===== src/rtl/tacm_pkg.sv =====
`timescale 1ns / 1ps
// ------------------------------------------------------------------------------------------
// tacm_pkg
// Shared types, field layout and codes of the concrete timed-automaton monitor.
// ------------------------------------------------------------------------------------------
package tacm_pkg;

	localparam int CLOCK_SLOTS_DEF    = 16;
	localparam int LOCATION_COUNT_DEF = 256;
	localparam int TIME_BITS_DEF      = 32;

	localparam int OP_W   = 2;
	localparam int TS_W   = 32;
	localparam int SLOT_W = 4;
	localparam int BND_W  = 33;
	localparam int LOC_W  = 8;
	localparam int MASK_W = 16;
	localparam int ERR_W  = 2;
	localparam int IN_W   = 144;
	localparam int OUT_W  = 48;

	typedef enum logic [OP_W-1:0] {
		OP_ADVANCE    = 2'd0,
		OP_CHECK      = 2'd1,
		OP_TRANSITION = 2'd2,
		OP_NOP        = 2'd3
	} op_t;

	localparam logic [ERR_W-1:0] ERR_NONE     = 2'd0;
	localparam logic [ERR_W-1:0] ERR_BACKWARD = 2'd1;
	localparam logic [ERR_W-1:0] ERR_INTERVAL = 2'd2;

	typedef enum logic [2:0] {
		ST_IDLE,
		ST_DECODE,
		ST_ADV,
		ST_CHK_B,
		ST_CHK_EVAL,
		ST_RESP
	} state_t;

	typedef enum logic [1:0] {
		ALU_ADD,
		ALU_SUB,
		ALU_CMP
	} alu_mode_t;

	typedef struct packed {
		alu_mode_t mode;
		logic      strict;
	} alu_ctl_t;

	// input beat, lowest field at the bottom
	typedef struct packed {
		logic [4:0]        pad;
		logic [MASK_W-1:0] reset_mask;
		logic [LOC_W-1:0]  to_location;
		logic [LOC_W-1:0]  from_location;
		logic              unbounded;
		logic              strict;
		logic [BND_W-1:0]  bound;
		logic [SLOT_W-1:0] clock_b;
		logic [SLOT_W-1:0] clock_a;
		logic [TS_W-1:0]   time_high;
		logic [TS_W-1:0]   time_low;
	} in_beat_t;

	typedef struct packed {
		logic [3:0]       pad;
		logic [TS_W-1:0]  global_time;
		logic [LOC_W-1:0] location_now;
		logic [ERR_W-1:0] error_code;
		logic             run_empty;
		logic             ok;
	} out_beat_t;

endpackage


===== src/rtl/tacm_ram.sv =====
`timescale 1ns / 1ps
// ------------------------------------------------------------------------------------------
// tacm_ram
// Generic single-write, single-read RAM with registered read data.
// ------------------------------------------------------------------------------------------
module tacm_ram #(
	parameter int WIDTH = 32,
	parameter int DEPTH = 16
) (
	input  logic                     clk,
	input  logic                     wr_en,
	input  logic [$clog2(DEPTH)-1:0] wr_addr,
	input  logic [WIDTH-1:0]         wr_data,
	input  logic                     rd_en,
	input  logic [$clog2(DEPTH)-1:0] rd_addr,
	output logic [WIDTH-1:0]         rd_data
);

	logic [WIDTH-1:0] mem_q [DEPTH];
	logic [WIDTH-1:0] rd_data_q;

	always_ff @(posedge clk) begin
		if (wr_en) begin
			mem_q[wr_addr] <= wr_data;
		end
		if (rd_en) begin
			rd_data_q <= mem_q[rd_addr];
		end
	end

	assign rd_data = rd_data_q;

endmodule


===== src/rtl/tacm_alu.sv =====
`timescale 1ns / 1ps
// ------------------------------------------------------------------------------------------
// tacm_alu
// Shared add / subtract / difference-constraint compare unit.
// ------------------------------------------------------------------------------------------
module tacm_alu #(
	parameter int TIME_BITS = tacm_pkg::TIME_BITS_DEF
) (
	input  tacm_pkg::alu_ctl_t                ctl,
	input  logic [TIME_BITS-1:0]              x,
	input  logic [TIME_BITS-1:0]              y,
	input  logic signed [tacm_pkg::BND_W-1:0] bound,
	output logic [TIME_BITS-1:0]              result,
	output logic                              borrow,
	output logic                              holds
);
	import tacm_pkg::*;

	// wide enough for x - y and the sign-extended bound without overflow
	localparam int CW = ((TIME_BITS + 1 > BND_W) ? TIME_BITS + 1 : BND_W) + 1;

	logic [TIME_BITS:0]     sub_w;
	logic signed [CW-1:0]   diff;
	logic signed [CW-1:0]   bnd;

	always_comb begin
		sub_w  = {1'b0, x} - {1'b0, y};
		diff   = $signed(CW'(x)) - $signed(CW'(y));
		bnd    = CW'(bound);
		result = '0;
		borrow = 1'b0;
		holds  = 1'b0;
		unique case (ctl.mode)
			ALU_ADD: begin
				result = x + y;
			end
			ALU_SUB: begin
				result = sub_w[TIME_BITS-1:0];
				borrow = sub_w[TIME_BITS];
			end
			ALU_CMP: begin
				holds = ctl.strict ? (diff < bnd) : (diff <= bnd);
			end
			default: begin
				result = '0;
			end
		endcase
	end

endmodule


===== src/rtl/timed_automaton_concrete_monitor_top.sv =====
`timescale 1ns / 1ps
// ------------------------------------------------------------------------------------------
// timed_automaton_concrete_monitor_top
// Concrete timed-automaton run monitor: advance / check / transition over a clock store.
// ------------------------------------------------------------------------------------------
// Usage
//  - s_axis: one operation per beat; tuser carries the opcode, tdata the operands.
//  - m_axis: exactly one result beat per operation, in order.
//  - cfg: write start_location while idle; this restarts the run (clocks zero, not empty).
//  - Clock values live in a CLOCK_SLOTS-deep RAM; global time also sits in a register.
//    Per-slot valid flops make every slot read as zero after reset or restart.
//  - Advance walks slots 1..CLOCK_SLOTS-2 through one shared adder, one slot a cycle,
//    read and write overlapped.
//  - Check reads two slots through the registered RAM port and compares in the same unit
//    unless the run is empty or the check is unbounded. Transition and no-op skip to the result.
//  - s_axis_tready is high only while the sequencer is idle; one operation at a time.
//  - The result sits in an output register; a new beat is taken while it waits. If the
//    next result is ready before the receiver takes the old one, the sequencer holds.
//  - Reset (arst_n low): location 0, clocks zero, run not empty, no result pending.
// ------------------------------------------------------------------------------------------
module timed_automaton_concrete_monitor_top #(
	parameter int CLOCK_SLOTS    = tacm_pkg::CLOCK_SLOTS_DEF,
	parameter int LOCATION_COUNT = tacm_pkg::LOCATION_COUNT_DEF,
	parameter int TIME_BITS      = tacm_pkg::TIME_BITS_DEF
) (
	input  logic                         clk,
	input  logic                         arst_n,
	// tdata: time_low, time_high, clock_a, clock_b, bound, strict, unbounded,
	//        from_location, to_location, reset_mask, zero pad
	input  logic                         s_axis_tvalid,
	output logic                         s_axis_tready,
	input  logic [tacm_pkg::IN_W-1:0]    s_axis_tdata,
	// tuser: opcode
	input  logic [tacm_pkg::OP_W-1:0]    s_axis_tuser,
	output logic                         m_axis_tvalid,
	input  logic                         m_axis_tready,
	// tdata: ok, run_empty, error_code, location_now, global_time, zero pad
	output logic [tacm_pkg::OUT_W-1:0]   m_axis_tdata,
	input  logic                         cfg_valid,
	output logic                         cfg_ready,
	input  logic [tacm_pkg::LOC_W-1:0]   cfg_data
);
	import tacm_pkg::*;

	localparam int IDX_W = $clog2(CLOCK_SLOTS);
	localparam logic [IDX_W-1:0] GSLOT_IDX = IDX_W'(CLOCK_SLOTS - 1);
	localparam logic [IDX_W-1:0] FIRST_IDX = IDX_W'(1);

	in_beat_t beat;

	// sequencer
	state_t state_q, state_d;
	logic [IDX_W-1:0] idx_q;

	// captured operation
	op_t                op_q;
	logic [TIME_BITS-1:0] lo_q, hi_q;
	logic [SLOT_W-1:0]  ca_q, cb_q;
	logic signed [BND_W-1:0] bound_q;
	logic               strict_q, unb_q;
	logic [LOC_W-1:0]   from_q, to_q;
	logic [MASK_W-1:0]  mask_q;

	// run state
	logic [CLOCK_SLOTS-1:0] valid_q;
	logic [TIME_BITS-1:0]   global_q;
	logic [LOC_W-1:0]       loc_q;
	logic                   rej_q;

	// working registers
	logic [TIME_BITS-1:0] d_q, av_q;
	logic                 ok_q;
	logic [ERR_W-1:0]     err_q;

	// RAM read pipeline
	logic                 rd_en, rd_vld_d, rd_glob_d;
	logic [IDX_W-1:0]     rd_addr;
	logic [TIME_BITS-1:0] rd_data, rd_val;
	logic                 rd_vld_s1, rd_glob_s1, pend_s1;
	logic [IDX_W-1:0]     widx_s1;

	// shared unit
	alu_ctl_t             alu_ctl;
	logic [TIME_BITS-1:0] alu_x, alu_y, alu_result;
	logic                 alu_borrow, alu_holds;

	// output register
	logic             m_valid_q;
	out_beat_t        m_data_q;
	out_beat_t        m_data_d;
	logic             load_out;

	logic             s_acc;
	logic             a_in, a_glob, b_in, b_glob;
	logic [IDX_W-1:0] a_addr, b_addr;
	logic             trn_bad;
	logic [63:0]      mask64;

	assign beat          = in_beat_t'(s_axis_tdata);
	assign s_axis_tready = (state_q == ST_IDLE);
	assign s_acc         = s_axis_tvalid && s_axis_tready;
	assign cfg_ready     = 1'b1;

	// slots at or above CLOCK_SLOTS read zero; the global slot comes from its register
	assign a_in   = 32'(ca_q) < CLOCK_SLOTS;
	assign b_in   = 32'(cb_q) < CLOCK_SLOTS;
	assign a_glob = 32'(ca_q) == CLOCK_SLOTS - 1;
	assign b_glob = 32'(cb_q) == CLOCK_SLOTS - 1;
	assign a_addr = IDX_W'(ca_q);
	assign b_addr = IDX_W'(cb_q);

	assign trn_bad = (from_q != loc_q) || (32'(from_q) >= LOCATION_COUNT) ||
	                 (32'(to_q) >= LOCATION_COUNT);
	assign mask64  = 64'(mask_q);

	assign rd_val = rd_glob_s1 ? global_q : (rd_vld_s1 ? rd_data : '0);

	assign load_out = (state_q == ST_RESP) && (!m_valid_q || m_axis_tready);

	tacm_ram #(
		.WIDTH (TIME_BITS),
		.DEPTH (CLOCK_SLOTS)
	) u_clk_ram (
		.clk     (clk),
		.wr_en   ((state_q == ST_ADV) && pend_s1),
		.wr_addr (widx_s1),
		.wr_data (alu_result),
		.rd_en   (rd_en),
		.rd_addr (rd_addr),
		.rd_data (rd_data)
	);

	tacm_alu #(
		.TIME_BITS (TIME_BITS)
	) u_alu (
		.ctl    (alu_ctl),
		.x      (alu_x),
		.y      (alu_y),
		.bound  (bound_q),
		.result (alu_result),
		.borrow (alu_borrow),
		.holds  (alu_holds)
	);

	always_ff @(posedge clk or negedge arst_n) begin
		if (!arst_n) begin
			state_q <= ST_IDLE;
		end else begin
			state_q <= state_d;
		end
	end

	// next state, RAM read issue and shared-unit operand selection
	always_comb begin
		state_d   = state_q;
		rd_en     = 1'b0;
		rd_addr   = idx_q;
		rd_vld_d  = 1'b0;
		rd_glob_d = 1'b0;
		alu_ctl   = '{mode: ALU_ADD, strict: strict_q};
		alu_x     = rd_val;
		alu_y     = d_q;
		unique case (state_q)
			ST_IDLE: begin
				if (s_axis_tvalid) begin
					state_d = ST_DECODE;
				end
			end
			ST_DECODE: begin
				// timestamp - global borrow flags time going backward
				alu_ctl.mode = ALU_SUB;
				alu_x        = lo_q;
				alu_y        = global_q;
				state_d      = ST_RESP;
				unique case (op_q)
					OP_ADVANCE: begin
						if (lo_q == hi_q && !alu_borrow) begin
							state_d = ST_ADV;
						end
					end
					OP_CHECK: begin
						if (!rej_q && !unb_q) begin
							rd_en     = a_in;
							rd_addr   = a_addr;
							rd_glob_d = a_glob;
							rd_vld_d  = a_in && !a_glob && valid_q[a_addr];
							state_d   = ST_CHK_B;
						end
					end
					OP_TRANSITION: begin
						state_d = ST_RESP;
					end
					OP_NOP: begin
						state_d = ST_RESP;
					end
					default: begin
						state_d = ST_RESP;
					end
				endcase
			end
			ST_ADV: begin
				if (idx_q != GSLOT_IDX) begin
					rd_en    = 1'b1;
					rd_addr  = idx_q;
					rd_vld_d = valid_q[idx_q];
				end else begin
					state_d = ST_RESP;
				end
			end
			ST_CHK_B: begin
				rd_en     = b_in;
				rd_addr   = b_addr;
				rd_glob_d = b_glob;
				rd_vld_d  = b_in && !b_glob && valid_q[b_addr];
				state_d   = ST_CHK_EVAL;
			end
			ST_CHK_EVAL: begin
				alu_ctl.mode = ALU_CMP;
				alu_x        = av_q;
				alu_y        = rd_val;
				state_d      = ST_RESP;
			end
			ST_RESP: begin
				if (!m_valid_q || m_axis_tready) begin
					state_d = ST_IDLE;
				end
			end
			default: begin
				state_d = ST_IDLE;
			end
		endcase
	end

	// run state and sequencer control
	always_ff @(posedge clk or negedge arst_n) begin
		if (!arst_n) begin
			valid_q   <= '0;
			global_q  <= '0;
			loc_q     <= '0;
			rej_q     <= 1'b0;
			pend_s1   <= 1'b0;
			idx_q     <= FIRST_IDX;
			m_valid_q <= 1'b0;
		end else begin
			pend_s1 <= rd_en && (state_q == ST_ADV);
			if (load_out) begin
				m_valid_q <= 1'b1;
			end else if (m_axis_tready) begin
				m_valid_q <= 1'b0;
			end
			if (state_q == ST_DECODE) begin
				idx_q <= FIRST_IDX;
			end else if (state_q == ST_ADV && rd_en) begin
				idx_q <= idx_q + FIRST_IDX;
			end
			if (cfg_valid) begin
				// restart
				valid_q  <= '0;
				global_q <= '0;
				loc_q    <= cfg_data;
				rej_q    <= 1'b0;
			end else begin
				if (state_q == ST_DECODE) begin
					if (op_q == OP_ADVANCE && lo_q == hi_q && !alu_borrow) begin
						global_q <= lo_q;
					end
					if (op_q == OP_TRANSITION && !rej_q) begin
						if (trn_bad) begin
							rej_q <= 1'b1;
						end else begin
							loc_q <= to_q;
							// zero reference and global slot are never cleared by the reset mask
							for (int k = 1; k < CLOCK_SLOTS - 1; k++) begin
								if (mask64[k]) begin
									valid_q[k] <= 1'b0;
								end
							end
						end
					end
				end
				if (state_q == ST_ADV && pend_s1) begin
					valid_q[widx_s1] <= 1'b1;
				end
				if (state_q == ST_CHK_EVAL && !alu_holds) begin
					rej_q <= 1'b1;
				end
			end
		end
	end

	// payload
	always_ff @(posedge clk) begin
		if (s_acc) begin
			op_q     <= op_t'(s_axis_tuser);
			lo_q     <= TIME_BITS'(beat.time_low);
			hi_q     <= TIME_BITS'(beat.time_high);
			ca_q     <= beat.clock_a;
			cb_q     <= beat.clock_b;
			bound_q  <= $signed(beat.bound);
			strict_q <= beat.strict;
			unb_q    <= beat.unbounded;
			from_q   <= beat.from_location;
			to_q     <= beat.to_location;
			mask_q   <= beat.reset_mask;
		end
		widx_s1    <= rd_addr;
		rd_vld_s1  <= rd_vld_d;
		rd_glob_s1 <= rd_glob_d;
		if (state_q == ST_DECODE) begin
			unique case (op_q)
				OP_ADVANCE: begin
					if (lo_q != hi_q) begin
						ok_q  <= 1'b0;
						err_q <= ERR_INTERVAL;
					end else if (alu_borrow) begin
						ok_q  <= 1'b0;
						err_q <= ERR_BACKWARD;
					end else begin
						ok_q  <= 1'b1;
						err_q <= ERR_NONE;
						d_q   <= alu_result;
					end
				end
				OP_CHECK: begin
					ok_q  <= !rej_q && unb_q;
					err_q <= ERR_NONE;
				end
				OP_TRANSITION: begin
					ok_q  <= !rej_q && !trn_bad;
					err_q <= ERR_NONE;
				end
				OP_NOP: begin
					ok_q  <= 1'b0;
					err_q <= ERR_NONE;
				end
				default: begin
					ok_q  <= 1'b0;
					err_q <= ERR_NONE;
				end
			endcase
		end
		if (state_q == ST_CHK_B) begin
			av_q <= rd_val;
		end
		if (state_q == ST_CHK_EVAL) begin
			ok_q <= alu_holds;
		end
		if (load_out) begin
			m_data_q <= m_data_d;
		end
	end

	always_comb begin
		m_data_d              = '0;
		m_data_d.ok           = ok_q;
		m_data_d.run_empty    = rej_q;
		m_data_d.error_code   = err_q;
		m_data_d.location_now = loc_q;
		m_data_d.global_time  = TS_W'(global_q);
	end

	assign m_axis_tvalid = m_valid_q;
	assign m_axis_tdata  = m_data_q;

endmodule


===== config.mk =====
export PLATFORM = sky130hd
export DESIGN_NAME = timed_automaton_concrete_monitor_top
export DESIGN_NICKNAME = d
export VERILOG_FILES = /design/src/rtl/tacm_pkg.sv /design/src/rtl/tacm_ram.sv /design/src/rtl/tacm_alu.sv /design/src/rtl/timed_automaton_concrete_monitor_top.sv
export SDC_FILE = /design/constraint.sdc
export NUM_CORES = 1
export LEC_CHECK = 0
export BUFFER_PORTS_ARGS = -buffer_cell sky130_fd_sc_hd__buf_4
export CAP_MARGIN = 20
export CORE_UTILIZATION = 41
export CTS_CLUSTER_SIZE = 20
export DETAILED_ROUTE_END_ITERATION = 8
export GPL_ROUTABILITY_DRIVEN = 0
export MAX_ROUTING_LAYER = met4
export PLACE_DENSITY = 0.68
export SYNTH_ARGS = -nofsm -noshare
export SYNTH_HDL_FRONTEND = slang
export SYNTH_HIERARCHICAL = 1
export SYNTH_SLANG_ARGS = --single-unit

===== constraint.sdc =====
create_clock -name clk -period 18.9 [get_ports clk]
set_clock_uncertainty 0.05 [all_clocks]
set_input_delay 5.67 -clock clk [delete_from_list [all_inputs] [get_ports clk]]
set_output_delay 5.67 -clock clk [all_outputs]
set_load 0.02 [all_outputs]

==> impl_metrics.env <==
export IMPL_cts_setup_buffers=0
export IMPL_coreArea_mm2=0.0919
export IMPL_syn_area_per_cell_um2=15.3
export IMPL_place_area_mm2=0.0411
export IMPL_die_area_mm2=0.0943
export IMPL_grt_start_max_net_pins=80
export IMPL_comb_power_share_pct=38.2
export IMPL_ys_types=86
export IMPL_cts_tree="yes"
export IMPL_vias=23700
export IMPL_power_density_mw_per_mm2=170
export IMPL_layout_drive_gt1_share_pct=21.4
export IMPL_crit_arrival_ns=9.23
export IMPL_synth_most_common_cell="edfxtp_1"
export IMPL_nets=2969
export IMPL_ctsHoldBuffers=0
export IMPL_io_pin_count=210
export IMPL_fin_util_pct=48.1
export IMPL_slew_violations=0
export IMPL_p_clk_share_pct=23.7
export IMPL_die_w_um=307
export IMPL_setup_violations=0
export IMPL_grt_antenna_before_repair=1
export IMPL_synth_largest_area_cell="edfxtp_1"
export IMPL_intPower_w=0.00476
export IMPL_rows=111
export IMPL_cts_sinks=866
export IMPL_drc_errors=3
export IMPL_clkLatencyLatePin_ns=0.67
export IMPL_power_switching_w=0.00274
export IMPL_regArea_mm2=0.0256
export IMPL_timing_hold_ws_ns=0.384
export IMPL_cts_buffer_depth=3
export IMPL_finalSetupTns_ns=0
export IMPL_hold_class="register to register"
export IMPL_ys_ff_latch=866
export IMPL_ys_flop_type="edfxtp_1"
export IMPL_violations="DRC"
export IMPL_max_stage_delay_ns=0.73
export IMPL_dp_cells=3840
export IMPL_n_antenna_cell=0
export IMPL_start_util_pct=41.5
export IMPL_period_minus_slack_ns=8.76
export IMPL_cp_start_kind="register"
export IMPL_io_buffers=197
export IMPL_root_buffer="clkbuf_16"
export IMPL_final_hold_violation_count=0
export IMPL_die_y_um=307
export IMPL_crit_top_cell="buf_4"
export IMPL_max_slew_worst_pin_slew_ns=1.17
export IMPL_p_seq_share_pct=38.1
export IMPL_grt_ovfl_total=0
export IMPL_cp_top_family="compound AO/OA/AOI/OAI gates"
export IMPL_area_growth_syn_to_layout_pct=15.9
export IMPL_maxCapViolCount=0
export IMPL_multi_input_area_mm2=0.0115
export IMPL_drt_iter0_drc=2844
export IMPL_grt_pass1_vias=23800
export IMPL_grt_pass1_wl_um=151000
export IMPL_htreeDepth=3
export IMPL_synth_edf_count=794
export IMPL_async_flop_share_pct=7.62
export IMPL_worst_ep_required_time_ns=19.36
export IMPL_worstSetupPathType="register to register"
export IMPL_crit_path_end_kind="register"
export IMPL_irDropWorstVdd_mv=0.101
export IMPL_fill_cells=7705
export IMPL_hpwl_um=62800
export IMPL_ys_seq_area_share_pct=67.1
export IMPL_slowest_stage="a221oi_1"
export IMPL_detail_route_wl_per_cell_um=25.5
export IMPL_r2r_setup_slack_ns=10.14
export IMPL_status="finished with violations"
export IMPL_first_pass_iters=9
export IMPL_swShare_pct=36.5
export IMPL_rsz0062_at_grt="false"
export IMPL_yosysWarnings=6
export IMPL_design_area_mm2=0.0442
export IMPL_vias_per_cell=5.89
export IMPL_worstPathMaxFanout=35
export IMPL_clk_pin_slew_ns=0.06
export IMPL_synth_top_area_share_pct=62.5
export IMPL_synth_area_mm2=0.0382
export IMPL_cts_resized=0
export IMPL_synthCells=2496
export IMPL_synth_commonest_cells="edfxtp_1 (794), a22oi_1 (162), inv_1 (148)"
export IMPL_ant_nets=0
export IMPL_totalWireLength_um=103000
export IMPL_cts_buffers_inserted=90
export IMPL_post_route_period_util_pct=46.4
export IMPL_grt_util_all_layers_pct=22.1
export IMPL_fmax_mhz=114
export IMPL_max_slew_margin_pct=21.9
export IMPL_fin_cells=4025
export IMPL_synth_area_leaders="edfxtp_1 (62%), mux4_2 (8.1%), dfrtp_1 (4.3%)"
export IMPL_leakage_nw=16.0
export IMPL_cp_buffers_inverters=6
## cells in the final DEF, fill, tap and decap left out, types with 94 or more instances in the layout
cell type	n
a21oi_1	125
mux4_2	137
ha_1	102
nor2_1	94
o21ai_0	113
edfxtp_1	794
nand2_1	107
inv_1	147
buf_4	248
a22oi_1	162
## flip-flops by register name, summed over array words and instances (netlist names), 2 cells and up
| name | flops |
|---|---|
| u_clk_ram/mem_q | 512 |
| m_axis_tdata | 44 |
| bound_q | 33 |
| av_q | 32 |
| d_q | 32 |
| global_q | 32 |
| hi_q | 32 |
| lo_q | 32 |
| u_clk_ram/rd_data | 32 |
| valid_q | 16 |
| mask_q | 14 |
| from_q | 8 |
| loc_q | 8 |
| to_q | 8 |
| a_addr | 4 |
| b_addr | 4 |
| idx_q | 4 |
| widx_s1 | 4 |
| state_q | 3 |
| err_q | 2 |
| op_q | 2 |
## path summary, 6_finish.rpt
kind / endpoint / from / cells past startpoint
max: rej_q / state_q[2] / 31
min: m_axis_tdata[3] / err_q[1] / 0
max reg2reg: rej_q / state_q[2] / 31
min reg2reg: m_axis_tdata[3] / err_q[1] / 0
max in group asynchronous: global_q[6] / arst_n / 1
min in group asynchronous: valid_q[4] / arst_n / 1
## metrics by stage
step | worst slack (ns) | total power (W)
global placement | 10.65 | 0.00548
CTS | 10.29 | 0.00738
finish | 10.14 | 0.00750
floorplan | 9.49 | 0.00466
detailed placement | 10.34 | 0.00560
global route | 9.77 | 0.00782
## cell families after synthesis
group / Yosys count / synth area share (%)
DFF: 866 / 67.1
AOI/OAI and AO/OA: 566 / 9.82
and+or+nand+nor: 401 / 5.21
buffers and inverters: 301 / 3.29
muxes: 165 / 9.02
adders and majority gates: 104 / 3.45
xor gates and xnor gates: 91 / 2.09
other: 2 / 0.0197
## power groups by stage
stage / Combinational [W] / Clock [W] / Sequential, W
after detailed placement: 0.00269 / 0 / 0.00291
after global placement: 0.00258 / 0 / 0.00291
after floorplan: 0.00176 / 0 / 0.00290
after CTS: 0.00271 / 0.00180 / 0.00287
final: 0.00286 / 0.00178 / 0.00286
after global routing: 0.00308 / 0.00187 / 0.00287
## cell type report
cell class              instances  area share, %
clock inverters                52           1.39
multi-input cells            1332           25.9
well taps                    1243           3.52
inverters                     154           1.31
repair buffers                262           4.60
clock buffers                 116           5.36
flip-flops and latches        866           57.9
## routing by layer
layer  track usage (%)  share of wire, %
met1              27.4                38
met2              36.4                49
met3              3.43               8.9
met4              9.01               4.1
met5                 -                 0
Power figures use the tool's default switching activity.
